==> src/rtl/usm_pkg.sv <==
// Shared constants and codes for the unsharp-mask block.
package usm_pkg;

	// Field and register widths
	localparam int PIX_W      = 8;
	localparam int MASK_W     = 9;
	localparam int WIDTH_W    = 11;
	localparam int HEIGHT_W   = 13;
	localparam int GAIN_W     = 10;
	localparam int CFG_DATA_W = 13;
	localparam int CFG_IDX_W  = 2;

	// Register indexes
	localparam logic [CFG_IDX_W-1:0] REG_WIDTH  = 2'd0;
	localparam logic [CFG_IDX_W-1:0] REG_HEIGHT = 2'd1;
	localparam logic [CFG_IDX_W-1:0] REG_GAIN   = 2'd2;

	// Register reset values
	localparam logic [WIDTH_W-1:0]  WIDTH_RST  = 11'd640;
	localparam logic [HEIGHT_W-1:0] HEIGHT_RST = 13'd480;
	localparam logic [GAIN_W-1:0]   GAIN_RST   = 10'd77;

	// Item kinds
	localparam logic KIND_PIXEL = 1'b0;
	localparam logic KIND_DRAIN = 1'b1;

	// Gain is unsigned Q2.8
	localparam int GAIN_FRAC = 8;

endpackage

==> src/rtl/usm_cell.sv <==
// Window cell: holds one column of the window and its column sum.
module usm_cell #(
	parameter int ROWS   = 5,
	parameter int CSUM_W = 11
) (
	input  logic                                clk,
	input  logic                                arst_n,
	input  logic                                shift,
	input  logic [ROWS-1:0][usm_pkg::PIX_W-1:0] col_in,
	output logic [ROWS-1:0][usm_pkg::PIX_W-1:0] col_out,
	output logic [CSUM_W-1:0]                   sum_out
);

	logic [CSUM_W-1:0] sum_in;

	// Add up the incoming column
	always_comb begin
		sum_in = '0;
		for (int k = 0; k < ROWS; k++) begin
			sum_in = sum_in + CSUM_W'(col_in[k]);
		end
	end

	// Take the incoming column on each shift
	always_ff @(posedge clk or negedge arst_n) begin
		if (!arst_n) begin
			col_out <= '0;
			sum_out <= '0;
		end else if (shift) begin
			col_out <= col_in;
			sum_out <= sum_in;
		end
	end

endmodule
==> config.mk <==
export PLATFORM = sky130hd
export DESIGN_NAME = usm_cell
export DESIGN_NICKNAME = d
export VERILOG_FILES = /design/src/rtl/usm_pkg.sv /design/src/rtl/usm_cell.sv
export SDC_FILE = /design/constraint.sdc
export NUM_CORES = 1
export LEC_CHECK = 0
export ABC_CLOCK_PERIOD_IN_PS = 2200
export BUFFER_PORTS_ARGS = -buffer_cell sky130_fd_sc_hd__buf_2
export CORE_MARGIN = 5
export CORE_UTILIZATION = 50
export CTS_BUF_LIST = sky130_fd_sc_hd__clkbuf_8
export DETAILED_ROUTE_END_ITERATION = 6
export GPL_ROUTABILITY_DRIVEN = 0
export HOLD_SLACK_MARGIN = 0.06
export PLACE_DENSITY = 0.78
export SLEW_MARGIN = 20
export SYNTH_ARGS = -nofsm -noshare
export SYNTH_HDL_FRONTEND = slang
export SYNTH_SLANG_ARGS = --single-unit
==> constraint.sdc <==
create_clock -name clk -period 2.2 [get_ports clk]
set_input_delay 0.11 -clock clk [delete_from_list [all_inputs] [get_ports clk]]
set_output_delay 0.11 -clock clk [all_outputs]
set_load 0.01 [all_outputs]
Yosys cells after proc, flatten, opt, wreduce, memory -nomap -nowiden

Cells that the tools add are included.

Add/sub/neg operators: 4
$mul: 0
Div/mod/pow operators: 0
$lt $le $gt $ge: 0
Equality and inequality tests: 0
Shift operators: 0
Multiplexer cells: 0
Bitwise logic cells: 0
Reductions and logical operators: 0

Operator list:

| cell                                     | count |
|---|---|
| 10-bit by 8-bit adder with 11-bit output | 1 |
| 11-bit by 8-bit adder with 11-bit output | 1 |
| 9-bit by 8-bit adder with 10-bit output  | 1 |
| 8-bit by 8-bit adder with 9-bit output   | 1 |

Register bits after elaboration: 51
Bits in latches: 0
RAM bits: 0
ROM bits: 0
Word-level logic and storage cells: 10
Memories kept: 0

Depth between registers and ports, before layout

Depth in word-level cells: 4
Gate-level depth with buffers: 12

Worst setup path after synthesis

Ideal clock, no wire load.

Path kind: input port to flip-flop
Start: input port col_in[2] (netlist bit)
End: register sum_out[8]
Data arrival time: 3.014 ns
Data required time: 2.062 ns
Setup slack: -0.952 ns
Cell stages on the path: 12
Path buffers: 0
Cells stage by stage: inv_1 -> fa_1 -> inv_1 -> fa_1 -> inv_1 -> fa_1 -> inv_1 -> ha_1 -> a21oi_2 -> o211ai_4 -> mux2i_1 -> or4b_1

Cells in the longest elaborated chain, start to end: 4

Ends and longest elaborated chain:

| what                                     | line           | source |
|---|---|---|
| start: declaration                       | usm_cell.sv:9  | `input logic [ROWS-1:0][usm_pkg::PIX_W-1:0] col_in,` |
| 8-bit by 8-bit adder with 9-bit output   | usm_cell.sv:20 | `sum_in = sum_in + CSUM_W'(col_in[k]);` |
| 9-bit by 8-bit adder with 10-bit output  | usm_cell.sv:20 |  |
| 10-bit by 8-bit adder with 11-bit output | usm_cell.sv:20 |  |
| 11-bit by 8-bit adder with 11-bit output | usm_cell.sv:20 |  |
| end signal: assignment                   | usm_cell.sv:31 | `sum_out <= sum_in;` |
| end: declaration                         | usm_cell.sv:11 | `output logic [CSUM_W-1:0] sum_out` |

No other way between the ends.
A chain may end at the register's enable or synchronous reset.

Worst setup path after layout

Start: input port col_in[10] (netlist bit)
End: register sum_out[8]

The elaborated chain is that of the path after synthesis.

==> results by group <==
Power and ir drop
  • Fraction of power consumed by sequential logic: 0.284
  • Largest voltage drop on the vdd net: ~0.57 mV
  • Clock network fraction of total power: 0.162
  • Combinational share of power: 0.554
  • Switching share of total power: 0.356
  • Power per cell area: 929 nW/um^2
  • Design internal power: 0.00271 W
  • Cell leakage power: ~2.3 nW
  • Switching power summed over all nets: around 0.0015 W

Timing
  • Slew HR: 0.769
  • Fin crit period: a little under 3 ns
  • Setup repair after global routing missed its margin: yes
  • Tightest Pin Transition: ~0.34 ns
  • Hold violation total from the final report: 0
  • Max Clk Rate: approximately 340 MHz
  • Number of pins with negative max-slew slack in the final report: 0
  • Period Utilization, post-route: 1.33
  • Minimum setup slack in the final design: -0.721 ns
  • Final setup violation count: 9
  • Post-Route Skew: 0 ns

Clock tree
  • Number of buffers on the longest clock path: 2
  • Clock tree from TritonCTS: built
  • CTS H-Tree Depth: 2
  • Clock-pin transition on the worst setup and hold timing paths: 0.10 ns
  • CTS Buf Count: 5
  • Clock tree root buffer cell: sky130_fd_sc_hd__clkbuf_8
  • Number of sinks driven by the clock tree: 51
  • Latest clock arrival within the worst-skew pair: approximately 0.3 ns

Routing
  • Iteration count of the initial detailed-routing pass: 4
  • Vias per cell: about 4.9
  • DR WL/cell: about 15 um
  • Final antenna-violating net count: 0
  • Violation count after the first detailed-route iteration: between 40 and 50
  • Sum of routed wire length over all layers: 7470 um
  • Residual DRC: 0
  • Vias after detailed routing: about 2400

Critical path
  • Buffers and inverters on the worst path: 5
  • Biggest cell delay along the critical path: around 0.56 ns
  • Critical R2R Launch: sum_out[8]
  • Master of the slowest instance on the critical path: sky130_fd_sc_hd__fa_1
  • Crit path depth: 13
  • Critical register-to-register path endpoint: sum_out[8]
  • Launch point of the critical path: col_in[10]
  • Capturing instance or port of the critical path: sum_out[8]
  • Flop2flop setup slack: ~1.1 ns
  • WS Path Type: in -> reg
  • Nature of the critical path startpoint: input port
  • Chain of cells forming the critical path: buf_8 -> inv_4 -> fa_1 -> inv_2 -> fa_1 -> inv_2 -> fa_1 -> inv_2 -> ha_4 -> a21oi_4 -> o211ai_4 -> mux2i_1 -> or4b_1
  • Highest net fanout along the worst path: 2
  • Worst setup EP type: flop
  • Data required time at the worst endpoint: ~2.4 ns
  • Arrival time at the worst endpoint: around 3.1 ns
  • Depth of the worst register-to-register path: 2
  • CP top delay family: adder cells

Cells and area
  • Ant. Diodes: 0
  • Syn-to-layout area delta: 48.8%
  • Nets: between 400 and 500
  • Share of the core filled with cells: 0.766
  • Layout cell share with drive strength beyond 1: 0.532

Floorplan
  • Width of the chip: 88.1 um
  • Starting utilization of the core area: 0.515
  • Number of top-level design ports: 94
  • Die boundary height: between 80 and 90 um
  • Placeable core region: 5920 um^2
  • Rows: 28
  • Die Footprint: 7750 um^2

Place
  • Setup slack after placement: -1.06 ns
  • Number of port buffers: just over 90
  • HPWL Detailed: approximately 5300 um

Logic synthesis
  • Post-synthesis instance area: between 3000 and 4000 um^2
  • Most area-hungry cell type in the Yosys netlist: sky130_fd_sc_hd__dfrtp_1
  • Synthesized instance count: 262
  • Cell types occupying the most area after synthesis: sky130_fd_sc_hd__dfrtp_1, sky130_fd_sc_hd__mux2_2, sky130_fd_sc_hd__fa_1, sky130_fd_sc_hd__inv_1, sky130_fd_sc_hd__ha_1
  • Number of different library cells in the post-synthesis netlist: 34
  • Post-Synthesis Mean Instance Area: 11.6 um^2
  • Net Count, Synth: 339
  • Sequential-to-total area share from yosys stat: 0.419
  • Ys Warns: 0
  • Post-synthesis register bit count: 51
  • Proportion of netlist area held by the largest area contributor: 0.419

Global routing
  • Initial antenna violation count: 0
  • Wire length of the first global-routing pass: about 12000 um
  • Residual overflow from global routing: 0
  • Vias in the first global route: between 2000 and 3000
  • Pin count of the biggest net entering global routing: 29
  • Global routing usage summed across all routing layers: 0.200

Flow run
  • Number of maximum-capacitance violations: 0

Status
  • Result of the run: finished, violations left
  • Failing checks: negative setup slack

Hold path
  • Min-Delay Path Class: in -> reg
[routing by layer]
metal	track usage	routed length, um
met1	0.229	2840
met2	0.365	4140
met3	0.0470	353
met4	0.0673	141
met5	0	0
[power groups by stage]
stage	Sequential, W	Combinational [W]	Clock, W
2_1_floorplan	0.00129	0.00113	0
3_3_place_gp	0.00120	0.00182	0
3_5_place_dp	0.00121	0.00187	0
4_1_cts	0.00120	0.00206	0.000702
5_1_grt	0.00122	0.00254	0.000744
6_report	0.00120	0.00233	0.000681
[synth_stat cells]
library cell,count
sky130_fd_sc_hd__o2bb2ai_1,1
sky130_fd_sc_hd__ha_1,11
sky130_fd_sc_hd__xnor2_1,1
sky130_fd_sc_hd__a21oi_2,1
sky130_fd_sc_hd__o21bai_1,1
sky130_fd_sc_hd__o211ai_4,1
sky130_fd_sc_hd__a211o_1,1
sky130_fd_sc_hd__nor3_1,2
sky130_fd_sc_hd__o211ai_1,1
sky130_fd_sc_hd__nor4b_1,1
sky130_fd_sc_hd__nand4_1,1
sky130_fd_sc_hd__and2_1,1
sky130_fd_sc_hd__o311ai_1,1
sky130_fd_sc_hd__mux2_2,44
sky130_fd_sc_hd__nor3b_1,4
sky130_fd_sc_hd__nand3_2,1
sky130_fd_sc_hd__or4b_1,1
sky130_fd_sc_hd__mux2i_1,1
sky130_fd_sc_hd__nor2b_1,4
sky130_fd_sc_hd__buf_2,5
sky130_fd_sc_hd__dfrtp_1,51
sky130_fd_sc_hd__nand3_1,5
sky130_fd_sc_hd__clkbuf_1,2
sky130_fd_sc_hd__fa_1,23
sky130_fd_sc_hd__o21a_1,4
sky130_fd_sc_hd__nor2_1,1
sky130_fd_sc_hd__a221oi_1,1
sky130_fd_sc_hd__o21ai_0,3
sky130_fd_sc_hd__a2111o_1,2
sky130_fd_sc_hd__nand2_1,7
sky130_fd_sc_hd__inv_1,74
sky130_fd_sc_hd__o31ai_1,2
sky130_fd_sc_hd__a211oi_1,2
sky130_fd_sc_hd__xor2_1,1
[state kept, by name (all words and copies together), names as in the netlist]
signal / flops
sum_out: 11
col_out: 40
[placed cells by master (no fill, tap or decap), types with 3 or more instances in the layout]
cell	n
sky130_fd_sc_hd__buf_2	84
sky130_fd_sc_hd__dfrtp_1	51
sky130_fd_sc_hd__inv_1	48
sky130_fd_sc_hd__mux2_2	41
sky130_fd_sc_hd__dlygate4sd3_1	32
sky130_fd_sc_hd__buf_4	28
sky130_fd_sc_hd__fa_1	22
sky130_fd_sc_hd__inv_2	21
sky130_fd_sc_hd__ha_4	7
sky130_fd_sc_hd__buf_6	7
sky130_fd_sc_hd__nand2_1	6
sky130_fd_sc_hd__clkbuf_8	5
sky130_fd_sc_hd__buf_8	5
sky130_fd_sc_hd__o21a_1	4
sky130_fd_sc_hd__nor3b_1	4
sky130_fd_sc_hd__nand3_1	4
sky130_fd_sc_hd__ha_1	4
sky130_fd_sc_hd__inv_4	3
sky130_fd_sc_hd__nor2b_1	3
sky130_fd_sc_hd__mux2_4	3
[cell type report]
| class | count | area [um^2] |
|---|---|---|
| Fill cell | 377 | 1390 |
| Inverter | 74 | 300 |
| Timing Repair Buffer | 156 | 1100 |
| Tap cell | 75 | 93.8 |
| Sequential cell | 51 | 1280 |
| Multi-Input combinational cell | 130 | 1640 |
| Clock inverter | 3 | 47.5 |
| Clock buffer | 5 | 68.8 |
[logic make-up after synthesis]
group / after synthesis / synth area share
buffers and inverters: 81 / 0.102
XOR/XNOR: 2 / 0.00575
adder cells (fa/ha/maj): 34 / 0.196
AO/OA/AOI/OAI: 21 / 0.0583
multiplexers: 45 / 0.166
AND/OR/NAND/NOR: 28 / 0.0530
flip-flops: 51 / 0.419
[worst min path at each step]
stage | startpoint | end | slack [ns] | cells past startpoint
after global routing | col_in[8] | col_out[8] | 0.06 | 2
after floorplan | arst_n | col_out[0] | -0.19 | 0
after CTS | col_in[30] | col_out[30] | 0.06 | 2
after detailed placement | arst_n | col_out[6] | 0.13 | 2
final | col_in[35] | col_out[35] | 0.07 | 2
after global placement | arst_n | col_out[22] | 0.12 | 2
[stage by stage]
stage	hold WS [ns]	setup TNS [ns]	std cells	instance area, um^2	total power, W
floorplan	-0.186	-5.33	262	3170	0.00242
global placement	0.122	-7.83	446	3870	0.00302
detailed placement	0.128	-8.21	446	3870	0.00308
CTS	0.0619	-4.57	489	4400	0.00396
global route	0.0629	-5.45	494	4530	0.00450
finish	0.0686	-4.90	494	4530	0.00421
[repair_timing]
action,4_1_cts,5_1_grt
setup endpoints to repair,9,9
gates resized for setup,23,33
buffers inserted,4,4
pin swaps,15,32
gates cloned,0,0
hold buffers,31,1
endpoints found under the hold margin,81,1
(Power assumes the default switching activity.)
